<file path="src/rtl/kded_pkg.sv">
// ----------------------------------------------------------------------------
// kded_pkg
// Shared types, codes and reset values of the key debounce event detector.
// ----------------------------------------------------------------------------
package kded_pkg;

    localparam int TIME_BITS     = 32;
    localparam int CFG_IDX_BITS  = 3;
    localparam int CFG_DATA_BITS = 32;
    localparam int MASK_BITS     = 7;
    localparam int QUEUE_DEPTH   = 2;

    localparam logic [TIME_BITS-1:0] DEF_DEBOUNCE_TIME   = TIME_BITS'(20);
    localparam logic [TIME_BITS-1:0] DEF_LONG_PRESS_TIME = TIME_BITS'(1000);
    localparam logic [TIME_BITS-1:0] DEF_MAX_HOLD_TIME   = '0;
    localparam logic [MASK_BITS-1:0] DEF_EVENT_MASK      = '1;

    typedef enum logic [1:0] {
        OP_POLL    = 2'd0,
        OP_SYNC    = 2'd1,
        OP_DISABLE = 2'd2,
        OP_ENABLE  = 2'd3
    } opcode_t;

    typedef enum logic [1:0] {
        ST_OK       = 2'd0,
        ST_NOT_INIT = 2'd1,
        ST_DISABLED = 2'd2
    } status_t;

    typedef enum logic [2:0] {
        EV_PRESS   = 3'd0,
        EV_RELEASE = 3'd1,
        EV_SHORT   = 3'd2,
        EV_LONG    = 3'd3,
        EV_STUCK   = 3'd4,
        EV_ON      = 3'd5,
        EV_OFF     = 3'd6
    } event_code_t;

    typedef enum logic [CFG_IDX_BITS-1:0] {
        REG_IS_SWITCH      = 3'd0,
        REG_ACTIVE_HIGH    = 3'd1,
        REG_DEBOUNCE_TIME  = 3'd2,
        REG_LONG_PRESS     = 3'd3,
        REG_MAX_HOLD       = 3'd4,
        REG_EVENT_MASK     = 3'd5,
        REG_REPORT_INITIAL = 3'd6
    } cfg_index_t;

    typedef struct packed {
        logic                 is_switch;
        logic                 active_high;
        logic [TIME_BITS-1:0] debounce_time;
        logic [TIME_BITS-1:0] long_press_time;
        logic [TIME_BITS-1:0] max_hold_time;
        logic [MASK_BITS-1:0] event_enable_mask;
        logic                 report_initial;
    } cfg_t;

    typedef struct packed {
        logic [1:0]           opcode;
        logic                 pin_level;
        logic [TIME_BITS-1:0] now_time;
    } in_t;

    typedef struct packed {
        logic [1:0]           status;
        logic                 event_valid;
        logic [2:0]           event_code;
        logic [TIME_BITS-1:0] event_time;
        logic [TIME_BITS-1:0] hold_duration;
        logic                 last_result;
        logic                 stable_pressed;
        logic                 raw_level_seen;
    } out_t;

    // one classified request as it travels from front to back
    typedef struct packed {
        logic [1:0]           status;
        logic [1:0]           ev_count;
        logic [2:0]           code0;
        logic [2:0]           code1;
        logic [TIME_BITS-1:0] dur0;
        logic [TIME_BITS-1:0] dur1;
        logic [TIME_BITS-1:0] now_time;
        logic                 stable_pressed;
        logic                 pin_seen;
    } rec_t;

endpackage

</file>
<file path="src/rtl/kded_cfg_regs.sv">
// ----------------------------------------------------------------------------
// kded_cfg_regs
// Configuration register file written through its own valid/ready channel.
// ----------------------------------------------------------------------------
module kded_cfg_regs
    import kded_pkg::*;
(
    input  logic                     aclk,
    input  logic                     aresetn,
    input  logic                     cfg_valid,
    output logic                     cfg_ready,
    input  logic [CFG_IDX_BITS-1:0]  cfg_index,
    input  logic [CFG_DATA_BITS-1:0] cfg_wdata,
    output cfg_t                     cfg
);

    cfg_t cfg_reg;
    cfg_t cfg_next;

    assign cfg_ready = 1'b1;
    assign cfg       = cfg_reg;

    always_comb begin
        cfg_next = cfg_reg;
        if (cfg_valid) begin
            case (cfg_index)
                REG_IS_SWITCH:      cfg_next.is_switch         = cfg_wdata[0];
                REG_ACTIVE_HIGH:    cfg_next.active_high       = cfg_wdata[0];
                REG_DEBOUNCE_TIME:  cfg_next.debounce_time     = cfg_wdata[TIME_BITS-1:0];
                REG_LONG_PRESS:     cfg_next.long_press_time   = cfg_wdata[TIME_BITS-1:0];
                REG_MAX_HOLD:       cfg_next.max_hold_time     = cfg_wdata[TIME_BITS-1:0];
                REG_EVENT_MASK:     cfg_next.event_enable_mask = cfg_wdata[MASK_BITS-1:0];
                REG_REPORT_INITIAL: cfg_next.report_initial    = cfg_wdata[0];
                default:            cfg_next = cfg_reg;
            endcase
        end
    end

    always_ff @(posedge aclk) begin
        if (!aresetn) begin
            cfg_reg.is_switch         <= 1'b0;
            cfg_reg.active_high       <= 1'b0;
            cfg_reg.debounce_time     <= DEF_DEBOUNCE_TIME;
            cfg_reg.long_press_time   <= DEF_LONG_PRESS_TIME;
            cfg_reg.max_hold_time     <= DEF_MAX_HOLD_TIME;
            cfg_reg.event_enable_mask <= DEF_EVENT_MASK;
            cfg_reg.report_initial    <= 1'b0;
        end else begin
            cfg_reg <= cfg_next;
        end
    end

endmodule

</file>
<file path="src/rtl/kded_front.sv">
// ----------------------------------------------------------------------------
// kded_front
// Accepts requests, runs the debounce and hold state and classifies events.
// ----------------------------------------------------------------------------
module kded_front
    import kded_pkg::*;
(
    input  logic aclk,
    input  logic aresetn,
    input  cfg_t cfg,
    input  logic s_valid,
    output logic s_ready,
    input  in_t  s_data,
    input  logic q_full,
    output logic push,
    output rec_t push_rec
);

    logic                 init_reg, init_next;
    logic                 enabled_reg, enabled_next;
    logic                 cur_level_reg, cur_level_next;
    logic                 last_level_reg, last_level_next;
    logic                 stable_reg, stable_next;
    logic                 pressed_reg, pressed_next;
    logic [TIME_BITS-1:0] change_time_reg, change_time_next;
    logic [TIME_BITS-1:0] press_time_reg, press_time_next;
    logic                 long_rep_reg, long_rep_next;
    logic                 stuck_rep_reg, stuck_rep_next;

    logic                 pin;
    logic [TIME_BITS-1:0] now;
    logic [TIME_BITS-1:0] dur;
    logic [TIME_BITS-1:0] since_change;
    logic                 cand, settled, commit_press, commit_release;
    logic                 long_hit, stuck_hit, sync_pressed;
    logic                 a_v, b_v, a_ok, b_ok;
    logic [2:0]           a_code, b_code;
    logic [TIME_BITS-1:0] a_dur, b_dur;
    logic [1:0]           status;

    assign s_ready = !q_full;
    assign push    = s_valid && !q_full;

    assign pin          = s_data.pin_level;
    assign now          = s_data.now_time;
    assign dur          = now - press_time_reg;
    assign since_change = now - change_time_reg;
    assign cand         = (pin == cfg.active_high);
    assign sync_pressed = cand;

    // a fresh raw change restarts the debounce window at zero
    assign settled = (pin != last_level_reg) ? (cfg.debounce_time == '0)
                                             : (since_change >= cfg.debounce_time);
    assign commit_press   = (pin != stable_reg) && settled && cand && !pressed_reg;
    assign commit_release = (pin != stable_reg) && settled && !cand && pressed_reg;

    assign long_hit  = !cfg.is_switch && !long_rep_reg && (dur >= cfg.long_press_time);
    assign stuck_hit = (cfg.max_hold_time != '0) && !stuck_rep_reg
                       && (dur >= cfg.max_hold_time);

    always_comb begin
        init_next        = init_reg;
        enabled_next     = enabled_reg;
        cur_level_next   = cur_level_reg;
        last_level_next  = last_level_reg;
        stable_next      = stable_reg;
        pressed_next     = pressed_reg;
        change_time_next = change_time_reg;
        press_time_next  = press_time_reg;
        long_rep_next    = long_rep_reg;
        stuck_rep_next   = stuck_rep_reg;
        status           = ST_OK;
        a_v    = 1'b0;
        a_code = EV_PRESS;
        a_dur  = '0;
        b_v    = 1'b0;
        b_code = EV_PRESS;
        b_dur  = '0;

        if (s_data.opcode == OP_SYNC) begin
            cur_level_next   = pin;
            last_level_next  = pin;
            stable_next      = pin;
            pressed_next     = sync_pressed;
            change_time_next = now;
            press_time_next  = now;
            long_rep_next    = !cfg.is_switch && sync_pressed;
            stuck_rep_next   = !cfg.is_switch && sync_pressed;
            enabled_next     = 1'b1;
            init_next        = 1'b1;
            a_v    = cfg.is_switch && cfg.report_initial;
            a_code = sync_pressed ? EV_ON : EV_OFF;
        end else if (!init_reg) begin
            status = ST_NOT_INIT;
        end else if (s_data.opcode == OP_DISABLE) begin
            enabled_next   = 1'b0;
            long_rep_next  = 1'b0;
            stuck_rep_next = 1'b0;
        end else if (s_data.opcode == OP_ENABLE) begin
            enabled_next = 1'b1;
        end else if (!enabled_reg) begin
            status = ST_DISABLED;
        end else begin
            cur_level_next = pin;
            if (pin != last_level_reg) begin
                change_time_next = now;
                last_level_next  = pin;
            end
            if (pin == stable_reg) begin
                change_time_next = now;
            end else if (settled) begin
                stable_next = pin;
            end
            if (commit_press) begin
                pressed_next    = 1'b1;
                press_time_next = now;
                a_v    = 1'b1;
                a_code = cfg.is_switch ? EV_ON : EV_PRESS;
                // zero long press time: a button's long press follows the press at once
                b_v           = !cfg.is_switch && (cfg.long_press_time == '0);
                b_code        = EV_LONG;
                long_rep_next = b_v;
                stuck_rep_next = 1'b0;
            end else if (commit_release) begin
                pressed_next   = 1'b0;
                long_rep_next  = 1'b0;
                stuck_rep_next = 1'b0;
                if (cfg.is_switch) begin
                    a_v    = 1'b1;
                    a_code = EV_OFF;
                    a_dur  = dur;
                end else begin
                    a_v    = !long_rep_reg;
                    a_code = EV_SHORT;
                    a_dur  = dur;
                    b_v    = 1'b1;
                    b_code = EV_RELEASE;
                    b_dur  = dur;
                end
            end else if (pressed_reg) begin
                a_v    = long_hit;
                a_code = EV_LONG;
                a_dur  = dur;
                b_v    = stuck_hit;
                b_code = EV_STUCK;
                b_dur  = dur;
                if (long_hit) begin
                    long_rep_next = 1'b1;
                end
                if (stuck_hit) begin
                    stuck_rep_next = 1'b1;
                end
            end
        end
    end

    assign a_ok = a_v && cfg.event_enable_mask[a_code];
    assign b_ok = b_v && cfg.event_enable_mask[b_code];

    always_comb begin
        push_rec.status         = status;
        push_rec.now_time       = now;
        push_rec.stable_pressed = init_next && pressed_next;
        push_rec.pin_seen       = init_next && cur_level_next;
        push_rec.code1          = b_code;
        push_rec.dur1           = b_dur;
        if (a_ok) begin
            push_rec.ev_count = b_ok ? 2'd2 : 2'd1;
            push_rec.code0    = a_code;
            push_rec.dur0     = a_dur;
        end else begin
            push_rec.ev_count = b_ok ? 2'd1 : 2'd0;
            push_rec.code0    = b_code;
            push_rec.dur0     = b_dur;
        end
    end

    always_ff @(posedge aclk) begin
        if (!aresetn) begin
            init_reg        <= 1'b0;
            enabled_reg     <= 1'b0;
            cur_level_reg   <= 1'b0;
            last_level_reg  <= 1'b0;
            stable_reg      <= 1'b0;
            pressed_reg     <= 1'b0;
            change_time_reg <= '0;
            press_time_reg  <= '0;
            long_rep_reg    <= 1'b0;
            stuck_rep_reg   <= 1'b0;
        end else if (push) begin
            init_reg        <= init_next;
            enabled_reg     <= enabled_next;
            cur_level_reg   <= cur_level_next;
            last_level_reg  <= last_level_next;
            stable_reg      <= stable_next;
            pressed_reg     <= pressed_next;
            change_time_reg <= change_time_next;
            press_time_reg  <= press_time_next;
            long_rep_reg    <= long_rep_next;
            stuck_rep_reg   <= stuck_rep_next;
        end
    end

endmodule

</file>
<file path="src/rtl/kded_queue.sv">
// ----------------------------------------------------------------------------
// kded_queue
// Short first-in first-out queue of classified requests.
// ----------------------------------------------------------------------------
module kded_queue
    import kded_pkg::*;
#(
    parameter int DEPTH = QUEUE_DEPTH
) (
    input  logic aclk,
    input  logic aresetn,
    input  logic push,
    input  rec_t push_rec,
    output logic full,
    input  logic pop,
    output logic empty,
    output rec_t head
);

    localparam int IDX_W = (DEPTH > 1) ? $clog2(DEPTH) : 1;
    localparam int CNT_W = $clog2(DEPTH + 1);
    localparam logic [IDX_W-1:0] LAST_IDX = IDX_W'(DEPTH - 1);
    localparam logic [CNT_W-1:0] FULL_CNT = CNT_W'(DEPTH);

    rec_t             mem_reg [DEPTH];
    logic [IDX_W-1:0] wr_ptr_reg, wr_ptr_next;
    logic [IDX_W-1:0] rd_ptr_reg, rd_ptr_next;
    logic [CNT_W-1:0] count_reg, count_next;

    assign full  = (count_reg == FULL_CNT);
    assign empty = (count_reg == '0);
    assign head  = mem_reg[rd_ptr_reg];

    always_comb begin
        wr_ptr_next = wr_ptr_reg;
        rd_ptr_next = rd_ptr_reg;
        count_next  = count_reg;
        if (push) begin
            wr_ptr_next = (wr_ptr_reg == LAST_IDX) ? '0 : wr_ptr_reg + 1'b1;
        end
        if (pop) begin
            rd_ptr_next = (rd_ptr_reg == LAST_IDX) ? '0 : rd_ptr_reg + 1'b1;
        end
        if (push && !pop) begin
            count_next = count_reg + 1'b1;
        end else if (pop && !push) begin
            count_next = count_reg - 1'b1;
        end
    end

    always_ff @(posedge aclk) begin
        if (push) begin
            mem_reg[wr_ptr_reg] <= push_rec;
        end
    end

    always_ff @(posedge aclk) begin
        if (!aresetn) begin
            wr_ptr_reg <= '0;
            rd_ptr_reg <= '0;
            count_reg  <= '0;
        end else begin
            wr_ptr_reg <= wr_ptr_next;
            rd_ptr_reg <= rd_ptr_next;
            count_reg  <= count_next;
        end
    end

endmodule

</file>
<file path="src/rtl/kded_back.sv">
// ----------------------------------------------------------------------------
// kded_back
// Expands each queued request into its results and drives the output register.
// ----------------------------------------------------------------------------
module kded_back
    import kded_pkg::*;
(
    input  logic aclk,
    input  logic aresetn,
    input  logic empty,
    input  rec_t head,
    output logic pop,
    output logic m_valid,
    input  logic m_ready,
    output out_t m_data
);

    logic sel_reg, sel_next;
    logic m_valid_reg, m_valid_next;
    out_t m_data_reg, m_data_next;
    logic load, has_ev, last;

    assign load   = !m_valid_reg || m_ready;
    assign has_ev = (head.ev_count != 2'd0);
    // second result only when two events survived the mask
    assign last   = (head.ev_count != 2'd2) || sel_reg;
    assign pop    = load && !empty && last;

    assign m_valid = m_valid_reg;
    assign m_data  = m_data_reg;

    always_comb begin
        sel_next     = sel_reg;
        m_valid_next = m_valid_reg;
        m_data_next  = m_data_reg;
        if (load) begin
            m_valid_next = !empty;
            if (!empty) begin
                sel_next                   = !last;
                m_data_next.status         = head.status;
                m_data_next.event_valid    = has_ev;
                m_data_next.event_code     = !has_ev ? 3'd0 : (sel_reg ? head.code1 : head.code0);
                m_data_next.event_time     = has_ev ? head.now_time : '0;
                m_data_next.hold_duration  = !has_ev ? '0 : (sel_reg ? head.dur1 : head.dur0);
                m_data_next.last_result    = last;
                m_data_next.stable_pressed = head.stable_pressed;
                m_data_next.raw_level_seen = head.pin_seen;
            end
        end
    end

    always_ff @(posedge aclk) begin
        m_data_reg <= m_data_next;
    end

    always_ff @(posedge aclk) begin
        if (!aresetn) begin
            sel_reg     <= 1'b0;
            m_valid_reg <= 1'b0;
        end else begin
            sel_reg     <= sel_next;
            m_valid_reg <= m_valid_next;
        end
    end

endmodule

</file>
<file path="src/rtl/key_debounce_event_detector.sv">
// ----------------------------------------------------------------------------
// key_debounce_event_detector
// Debounces one pin and reports button or switch events with hold times.
// ----------------------------------------------------------------------------
// Requests enter on s_valid/s_ready/s_data: poll, sync, disable or enable,
// each with a pin sample and a millisecond timestamp. Every request gives one
// or two results on m_valid/m_ready/m_data; last_result marks the final one.
// Configuration is written on cfg_valid/cfg_ready with cfg_index and
// cfg_wdata; the user must write it only while the block is idle, which the
// block itself does not enforce. cfg_ready is always high.
// The front classifies a request in the cycle it is accepted and pushes it
// into a two-entry queue; the back expands it into results behind an output
// register. Throughput is one request per cycle while m_ready stays high,
// bounded by the single output port, which a two-event request uses twice.
// Reset clears all debounce state, empties the queue and loads the default
// configuration; polls before the first sync answer not initialised.
// When the receiver stalls, the output holds, the queue fills and s_ready
// drops once it holds two requests.
// ----------------------------------------------------------------------------
module key_debounce_event_detector
    import kded_pkg::*;
#(
    parameter int QUEUE_DEPTH_P = QUEUE_DEPTH
) (
    input  logic                     aclk,
    input  logic                     aresetn,
    input  logic                     s_valid,
    output logic                     s_ready,
    input  in_t                      s_data,
    output logic                     m_valid,
    input  logic                     m_ready,
    output out_t                     m_data,
    input  logic                     cfg_valid,
    output logic                     cfg_ready,
    input  logic [CFG_IDX_BITS-1:0]  cfg_index,
    input  logic [CFG_DATA_BITS-1:0] cfg_wdata
);

    cfg_t cfg;
    logic push, q_full, q_empty, pop;
    rec_t push_rec, head;

    kded_cfg_regs u_cfg (
        .aclk      (aclk),
        .aresetn   (aresetn),
        .cfg_valid (cfg_valid),
        .cfg_ready (cfg_ready),
        .cfg_index (cfg_index),
        .cfg_wdata (cfg_wdata),
        .cfg       (cfg)
    );

    kded_front u_front (
        .aclk     (aclk),
        .aresetn  (aresetn),
        .cfg      (cfg),
        .s_valid  (s_valid),
        .s_ready  (s_ready),
        .s_data   (s_data),
        .q_full   (q_full),
        .push     (push),
        .push_rec (push_rec)
    );

    kded_queue #(
        .DEPTH (QUEUE_DEPTH_P)
    ) u_queue (
        .aclk     (aclk),
        .aresetn  (aresetn),
        .push     (push),
        .push_rec (push_rec),
        .full     (q_full),
        .pop      (pop),
        .empty    (q_empty),
        .head     (head)
    );

    kded_back u_back (
        .aclk    (aclk),
        .aresetn (aresetn),
        .empty   (q_empty),
        .head    (head),
        .pop     (pop),
        .m_valid (m_valid),
        .m_ready (m_ready),
        .m_data  (m_data)
    );

endmodule

</file>
<file path="config.mk">
export PLATFORM = sky130hd
export DESIGN_NAME = key_debounce_event_detector
export DESIGN_NICKNAME = d
export VERILOG_FILES = /design/src/rtl/kded_pkg.sv /design/src/rtl/kded_cfg_regs.sv /design/src/rtl/kded_front.sv /design/src/rtl/kded_queue.sv /design/src/rtl/kded_back.sv /design/src/rtl/key_debounce_event_detector.sv
export SDC_FILE = /design/constraint.sdc
export NUM_CORES = 1
export LEC_CHECK = 0
export BUFFER_PORTS_ARGS = -buffer_cell sky130_fd_sc_hd__buf_2
export CAP_MARGIN = 5
export CORE_AREA = 2 2 214 195
export CTS_CLUSTER_SIZE = 16
export DETAILED_ROUTE_END_ITERATION = 10
export DIE_AREA = 0 0 216 197
export HOLD_SLACK_MARGIN = 0.12
export PLACE_DENSITY = 0.77
export SETUP_SLACK_MARGIN = 0.1
export SYNTH_ARGS = -nofsm -noshare
export SYNTH_HDL_FRONTEND = slang
export SYNTH_SLANG_ARGS = --single-unit
export TNS_END_PERCENT = 100
</file>
<file path="constraint.sdc">
create_clock -name aclk -period 8.25 [get_ports aclk]
set_clock_uncertainty 0.1 [all_clocks]
set_input_delay 0.825 -clock aclk [delete_from_list [all_inputs] [get_ports aclk]]
set_output_delay 0.825 -clock aclk [all_outputs]
set_load 0.01 [all_outputs]
</file>
# ---- Yosys cells after proc, flatten, opt, wreduce, memory -nomap -nowiden
# Memories as Yosys holds them, arrays and structs flattened. A register that Yosys moved wholly into a read port is not among the register bits.
# Index checks and enable logic that the tools add are counted.
# W data, S select, Z words.
dict set report word_totals {
  reg_bits 257
  ram_bits 216
  input_bits 75
  memories 1
}
# name depth word_bits rd rd_clocked_by_memory_dff write_ports line_no
set memory_table {}
lappend memory_table {u_queue.mem_reg 2 108 1 1 1 kded_queue.sv:25} ;# rec_t mem_reg [DEPTH];
dict set report classes {
  n_addsub 6
  order_cmp 5
  eq_ne 19
  mux 139
  n_bitwise 1
  reduce_logical 67
}
# operator n
set ops {}
lappend ops {{$mux W32} 31}
lappend ops {{$ge A32 B32 Y1} 3}
lappend ops {{$mux W1} 77}
lappend ops {{$logic_not A32 Y1} 2}
lappend ops {{$sub A32 B32 Y32} 2}
lappend ops {{$mux W3} 18}
lappend ops {{$reduce_bool A32 Y1} 1}
lappend ops {{$reduce_and A6 Y1} 5}
lappend ops {{$logic_and A1 B1 Y1} 21}
lappend ops {{$mux W2} 10}
lappend ops {{$reduce_and A2 Y1} 8}
lappend ops {{$reduce_bool A5 Y1} 3}
lappend ops {{$reduce_bool A2 Y1} 7}
lappend ops {{$logic_not A1 Y1} 11}
lappend ops {{$eq A3 B3 Y1 const B} 3}
lappend ops {{$reduce_bool A3 Y1} 3}
lappend ops {{$lt A3 B4 Y1 const B} 2}
lappend ops {{$reduce_and A7 Y1} 1}
lappend ops {{$bmux W1 S3} 2}
lappend ops {{$eq A2 B2 Y1 const B} 3}
lappend ops {{$eq A3 B2 Y1 const B} 2}
lappend ops {{$ne A2 B1 Y1 const B} 3}
lappend ops {{$mux W5} 1}
lappend ops {{$eq A3 B1 Y1 const B} 1}
lappend ops {{other kinds (13)} 17}

# ---- Depth between registers and ports, before layout
# Gate-level depths: netlist of run 1.
dict set report depth {
  ltp_word 18
  mapped_depth 30
  ltp_nobuf 29
}

# ---- By module
# Synthesis of run 1 repeated with hierarchy kept, for this count alone.
dict set report unflattened {
  hier_cells 2357
  area_unflattened_um2 24810.0
}
# module instances cells_per_inst area_each_um2
set modules_own_cells {}
lappend modules_own_cells {kded_front 1 1401 9596.7}
lappend modules_own_cells {kded_queue 1 358 8079.0}
lappend modules_own_cells {kded_cfg_regs 1 398 4070.2}
lappend modules_own_cells {kded_back 1 200 3064.2}

# ---- Least setup slack after synthesis of run 1
# Ideal clock, no wire load.
dict set report synth_timing {
  kind {input-to-reg}
  from {input port s_valid}
  to {memory u_queue.mem_reg[0][0] in the netlist's numbering, enable pin}
  t_arrival_ns 5.455
  required_ns 7.574
  slack_ns 2.118
  stages 2
  path_buffers 0
  path_cell_list {nand2_1 -> nor2_1}
}
dict set report synth_via {
  elab_chain_len 3
}
# item line_no
set synth_lines {}
lappend synth_lines {{start, declared} key_debounce_event_detector.sv:27} ;# input logic s_valid,
lappend synth_lines {{$logic_and A1 B1 Y1} kded_front.sv:42} ;# assign push = s_valid && !q_full;
lappend synth_lines {{$mux W1} kded_queue.sv:52} ;# if (push) begin
lappend synth_lines {{$mux W1 (not written as such)} kded_queue.sv:53} ;# mem_reg[wr_ptr_reg] <= push_rec;
lappend synth_lines {{end, declared} kded_queue.sv:25}
# No other way between the ends.

==> results of run 1 <==
==> worst max-delay path: stages <==
cell and delay (ps):
buf_2 140, inv_1 90, ha_1 190, inv_1 80, fa_1 410, a21oi_1 230
nor3b_1 100, or3_1 400, nand3_1 180, o2bb2ai_1 130, o41a_1 400, a211oi_2 210
o41a_1 230, nor2_1 60, a21oi_1 170, xnor2_1 90, ha_1 270, and4_1 200
and3_2 210, o211ai_2 160, a211o_1 490, and3_1 230, a221oi_1 330, a211o_4 240
o21a_2 870, buf_4 350, nor2_4 40
==> through the flow <==
step | setup slack, ps | hold slack, ps | std cells
after floorplan | 2118 | 336.3 | 2274
after CTS | 1097 | 354.5 | 2989
after global routing | 712.9 | 367.4 | 2989
final | 1077 | 354.2 | 2989
after detailed placement | 547.3 | 346.5 | 2902
after global placement | 593.7 | 341.0 | 2902
==> cell type report <==
type	instances	area share, %
sequential	474	46.42
multi-input combinational	1499	38.70
clock inverter	16	0.6706
inverter	214	3.020
tap	540	2.532
clock buffer	71	5.121
timing repair buffer	175	3.527
==> kinds of logic (layout without fill, tap and decap cells) <==
| logic type | after synthesis | count (layout) | share of synthesized area [%] |
|---|---|---|---|
| simple gates | 747 | 747 | 14.72 |
| flops | 474 | 474 | 51.83 |
| compound gates | 411 | 411 | 10.72 |
| buf+inv | 301 | 476 | 5.144 |
| fa+ha+maj | 165 | 165 | 8.705 |
| mux | 112 | 112 | 6.547 |
| xor+xnor | 63 | 63 | 2.310 |
| other cells | 1 | 1 | 0.01570 |
==> worst max-delay path by stage <==
stage               startpoint                     end  slack (ps)  cells past startpoint
floorplan              s_valid   u_queue.mem_reg[0][0]        2120                      2
global placement     s_data[0]  u_queue.mem_reg[0][89]         590                     27
detailed placement   s_data[0]  u_queue.mem_reg[0][89]         550                     27
CTS                  s_data[0]  u_queue.mem_reg[1][89]        1100                     27
global route         s_data[0]  u_queue.mem_reg[0][92]         710                     27
finish               s_data[0]  u_queue.mem_reg[1][89]        1080                     27
==> Yosys cell counts (35+ instances only) <==
cell type    n
mux2i_1     73
a21oi_1    204
nor2b_1     52
o21ai_0     47
a21o_1      40
ha_1       163
clkbuf_1    63
edfxtp_1   289
dfxtp_1    185
nand2_1    339
mux4_2      35
nor2_1     175
xnor2_1     42
inv_1      213
==> report_power, final <==
group / internal (W) / total, W / switching [W] / leakage [nW]
Clock: 0.00122 / 0.00214 / 0.000922 / 0.745
Sequential: 0.00299 / 0.00311 / 0.000116 / 4.27
Combinational: 0.000548 / 0.00144 / 0.000896 / 4.83
==> metal layers <==
metal / GRT usage (%) / part of all wire, % / vias to the layer above
met1: 38.36 / 45 / 8344
met4: 8.371 / 2.7 / 0
met3: 3.441 / 5.7 / 95
met2: 44.04 / 47 / 505
met5: 0 / 0 / -
li1: - / - / 8241
==> results by group, run 1 <==
Run status
  • Status: complete, no violations

Layout
  • Final design utilization: 66.22%
  • Final #Nets: 2651
  • Fraction of layout cells with a size suffix above 1: 14.01%
  • Most common cell after layout, fill and taps aside: nand2_1
  • Layout Area Growth over Synthesis: 11.69%
  • Most frequent cells in the layout: 339 x nand2_1, 289 x edfxtp_1, 213 x inv_1, 204 x a21oi_1, 184 x dfxtp_1
  • Area of all placed cells without fillers: 26680 sq um
  • ANT cells: 0
  • Multi-input logic area: 10330 sq um
  • # fillers: 3170
  • Max reg flops: 216
  • Register Area: 12390 sq um

Clocking
  • Clk Latency, worst-skew pair: 600 ps
  • Clock Tree Buf Depth: 3
  • Clock Root Buffer: clkbuf_16
  • H-tree levels: 2
  • Clock-pin slew on the worst setup and hold paths: 60 ps
  • Num CTS Buffers: 47
  • CTS tree: built
  • Clock sinks: 474
  • Hold buffer count at CTS: 0
  • CTS resizes: 0
  • Post-CTS setup buffer count: 0

Die
  • Die Width: 216 microns
  • Total I/O pin count: 151
  • Die Y: 197 microns
  • Core area: 40290 sq um
  • Core Rows: 70
  • Initial core utilization: 59.29%
  • Die Area: 42550 sq um

Routing
  • Vias: 17190
  • Pre-Repair DR Iteration Count: 6
  • WL/cell: 19.41 microns
  • Routed Antenna Nets: 0
  • DRC Markers: 0
  • Routed wire length: 58020 microns
  • Via-per-instance ratio: 5.749
  • Initial drt markers: 1227

Synthesis
  • Top_reg_cell synth: edfxtp_1
  • Post-synth EDFFs: 289
  • Mapped Nets: 2514
  • Synth Cell Area: 23890 sq um
  • Cell taking the most area after synthesis: edfxtp_1
  • Top cells by area, synth: edfxtp_1 36%, dfxtp_1 16%, ha_1 8.5%, nand2_1 5.3%, a21oi_1 4.3%
  • Yosys cell types: 90
  • Cells after Synth: 2274
  • #FFs+latches synth: 474
  • Yosys top cell area share: 36.33%
  • Sequential area share after synthesis: 51.83%
  • Avg Cell Area, Syn: 10.50 sq um
  • Post-synth ARST share: 0%
  • Yosys warns: 0

Timing
  • Min cycle time layout: 7173 ps
  • Period utilisation layout: 86.95%
  • Unrepaired setup endpoints after global routing: no
  • Slew margin rel.: 13.55%
  • Final setup TNS: 0 ps
  • Max Transition Viols Final: 0
  • Finish-stage setup viols: 0
  • Least-Margin Pin Slew: 1294 ps
  • Max Clock Freq: 0.1394 GHz
  • Final Hold Viols: 0

Worst setup path
  • Flop2flop setup slack: 1220 ps
  • Critical R2R Capture: u_queue.mem_reg[1][89]
  • Critical path class: input pin to flop
  • CP Data Required Time: 8450 ps
  • Reg2reg start: u_front.change_time_reg[0]
  • CP Data Arrival Time: 7380 ps
  • Setup crit start kind: input pin
  • Setup crit end kind: flop
  • Reg2reg path depth: 25
  • Crit Path Max Fanout: 24

Place
  • IO buf count: 149
  • Area after DPL: 25130 sq um
  • Routability cong.: 0.9384
  • Dpl hpwl: 42210 microns

Worst hold path
  • Hold_sp: u_cfg.cfg[56]
  • Sink of the worst hold path: u_cfg.cfg[56]
  • Worst hold path type: flop to flop
  • Worst Hold Depth: 2

Power
  • Worst ir drop on vdd: 167.5 uV
  • Cell Pwr Density: 250.9 nW/um^2
  • Final Power: 0.006694 W
  • Leak: 9.843 nW

Global route
  • Vias in the first global route: 16570
  • GRT Total Usage: 27.13%
  • First-pass GRT wire length: 90180 microns
  • Grt total ovfl: 0
  • Largest net degree at the start of global routing: 99
  • Initial antenna violation count: 0

Job
  • MaxCap Viol Count: 0
Power figures use the tool's default switching activity.
==> inputs of run 2 (changes only) <==
CAP_MARGIN = unset   (was 5)
CORE_AREA = 2 2 246 224   (was 2 2 214 195)
DIE_AREA = 0 0 248 226   (was 0 0 216 197)
PLACE_DENSITY = 0.61   (was 0.77)
==> run 2 against run 1 <==
  * Routed wire length is 2.6% higher
  * Register-to-register slack better by 220 ps
  * Critical path depth stayed put
  * Combinational power hardly changed
  * Worst setup slack better by 280 ps
==> results by group, run 2 (synthesis gave the netlist of run 1 again) <==
Clocking
  • H-tree levels: 2 (unchanged)
  • Post-CTS setup buffer count: 0 (unchanged)
  • Clock Tree Buf Depth: 3 (unchanged)
  • Clk Latency, worst-skew pair: 620 ps (+20 ps)
  • Clock-pin slew on the worst setup and hold paths: 60 ps (about the same)
  • Clock Root Buffer: clkbuf_16
  • Num CTS Buffers: 51 (+8.5%)
  • CTS tree: built
  • Clock sinks: 474 (unchanged)
  • CTS resizes: 0 (unchanged)
  • Hold buffer count at CTS: 0 (unchanged)

Layout
  • Most frequent cells in the layout: 339 x nand2_1, 289 x edfxtp_1, 213 x inv_1, 204 x a21oi_1, 184 x dfxtp_1
  • Max reg flops: 216 (unchanged)
  • Most common cell after layout, fill and taps aside: nand2_1
  • Final #Nets: 2653 (+0.075%)
  • Layout Area Growth over Synthesis: 12.68%
  • Fraction of layout cells with a size suffix above 1: 13.74% (-0.26 points)
  • Final design utilization: 50.21% (-16 points)

Job
  • MaxCap Viol Count: 0 (unchanged)

Worst setup path
  • CP Data Arrival Time: 7120 ps (-260 ps)
  • Critical path class: input pin to flop
  • Family with the most delay on the worst path: compound AO/OA/AOI/OAI gates
  • Slowest cell delay on critical path: 590 ps (-280 ps)
  • Crit Path Max Fanout: 28 (+17%)
  • Slowest cell on crit path: buf_4
  • Setup crit start kind: input pin
  • Flop2flop setup slack: 1440 ps (+220 ps)
  • Reg2reg path depth: 25 (unchanged)
  • Setup crit end kind: flop
  • CP Data Required Time: 8470 ps (+20 ps)
  • CP bufs+invs: 4 (unchanged)
  • Critical path depth: 27 (unchanged)

Worst hold path
  • Worst Hold Depth: 2 (unchanged)
  • Worst hold path type: flop to flop

Timing
  • Finish-stage setup viols: 0 (unchanged)
  • Period utilisation layout: 83.61% (-3.3 points)
  • Final setup TNS: 0 ps (unchanged)
  • Max Clock Freq: 0.1450 GHz (+4.0%)
  • Worst hold slack: 353.7 ps (-0.5180 ps)
  • Max Transition Viols Final: 0 (unchanged)
  • Final Hold Viols: 0 (unchanged)
  • Slew margin rel.: 19.18% (+5.6 points)
  • Unrepaired setup endpoints after global routing: no
  • Least-Margin Pin Slew: 1212 ps (-81.28 ps)
  • Min cycle time layout: 6898 ps (-275.2 ps)

Power
  • Cell Pwr Density: 251.3 nW/um^2 (+0.16%)
  • Share of power burned in registers: 46.0% (-0.4 points)
  • Worst ir drop on vdd: 200.4 uV (+20%)
  • Leak: 9.861 nW (+0.18%)
  • Switching Fraction: 29.02% (+0.11 points)
  • Internal: 0.004802 W (+0.90%)
  • NetSw: 0.001963 W (+1.4%)
  • Clk pwr share: 32.7% (+0.7 points)
  • Final Power: 0.006764 W (+1.1%)
  • Logic pwr share: 21.3% (-0.3 points)

Routing
  • Via-per-instance ratio: 5.360 (-6.8%)
  • DRC Markers: 0 (unchanged)
  • WL/cell: 18.84 microns (-3.0%)
  • Initial drt markers: 1161 (-5.4%)
  • Routed wire length: 59530 microns (+2.6%)
  • Pre-Repair DR Iteration Count: 5 (-1)
  • Routed Antenna Nets: 0 (unchanged)
  • Vias: 16940 (-1.4%)

Place
  • IO buf count: 149 (unchanged)
  • Dpl hpwl: 43280 microns (+2.5%)
  • Routability cong.: 0.9315 (-0.74%)

Die
  • Die Width: 248 microns (+15%)
  • Die Y: 226 microns (+15%)
  • Die Area: 56050 sq um (+32%)
  • Initial core utilization: 44.56% (-15 points)
  • Total I/O pin count: 151 (unchanged)
  • Core Rows: 81 (+16%)
  • Core area: 53610 sq um (+33%)

Global route
  • GRT Total Usage: 21.17% (-6.0 points)
  • Global Route met1 Usage: 29.86% (-8.5 points)
  • Busiest layer in global routing: met2
  • Grt total ovfl: 0 (unchanged)
  • First-pass GRT wire length: 91810 microns (+1.8%)
  • Grt met2 use: 34.12% (-9.9 points)
  • Initial antenna violation count: 2 (+2)
  • Largest net degree at the start of global routing: 95 (-4.0%)
  • M3 GR Usage: 2.721% (-0.72 points)
  • Vias in the first global route: 16260 (-1.9%)

Run status
  • Status: complete, no violations
==> run 2: power by group through the flow <==
| stage | clock network [W] | logic [W] | registers [W] |
|---|---|---|---|
| final | 0.00221 | 0.00144 | 0.00311 |
| after global routing | 0.00235 | 0.00159 | 0.00315 |
| after CTS | 0.00226 | 0.00146 | 0.00312 |
| after detailed placement | 0 | 0.00145 | 0.00317 |
| after global placement | 0 | 0.00143 | 0.00315 |
| after floorplan | 0 | 0.000848 | 0.00326 |
==> run 2: final cells by class <==
cell class	instances	area, sq um
antenna	3	7.507
multi-input combinational	1499	10320
timing repair buffer	173	925.9
clock inverter	21	206.4
tap	705	882.1
sequential	474	12390
fill	4821	26700
clock buffer	71	1383
inverter	214	805.8
==> run 2: final timing paths <==
kind | endpoint | start
setup / recovery | u_queue.mem_reg[1][73] | s_data[0]
hold / removal | u_front.press_time_reg[17] | u_front.press_time_reg[17]
setup reg to reg | u_queue.mem_reg[1][73] | u_front.press_time_reg[6]
hold reg to reg | u_front.press_time_reg[17] | u_front.press_time_reg[17]
==> run 2: metrics by stage <==
stage	std cells	worst slack [ps]	instance area [sq um]
2_1_floorplan	2274	2118	23890
4_1_cts	3157	1430	26910
3_3_place_gp	3065	883.8	25320
3_5_place_dp	3065	794.4	25320
5_1_grt	3158	963.5	26910
6_report	3160	1352	26920
==> run 2: worst register-to-register path, stage by stage (launching register included) <==
cell and delay [ps]:
dfxtp_1 320, inv_1 40, ha_1 340, a2111o_1 400
o2111ai_1 330, and4b_1 300, nor3_1 80, o31ai_1 350
and3b_1 280, nand2_1 70, a21oi_1 170, xor2_1 560
inv_1 180, ha_1 330, and3_1 200, a221oi_1 260
nor2_1 80, a2111oi_0 370, nor2_1 90, o21ai_1 170
a221oi_1 100, a211oi_1 320, a211o_4 190, o21a_2 140
buf_4 590, nor2_1 170
==> run 2: routing by layer <==
metal	wire length [microns]	vias to the layer above
li1	-	8267
met1	27580	8232
met2	27820	353
met3	2747	86
met4	1384	0
met5	0	-
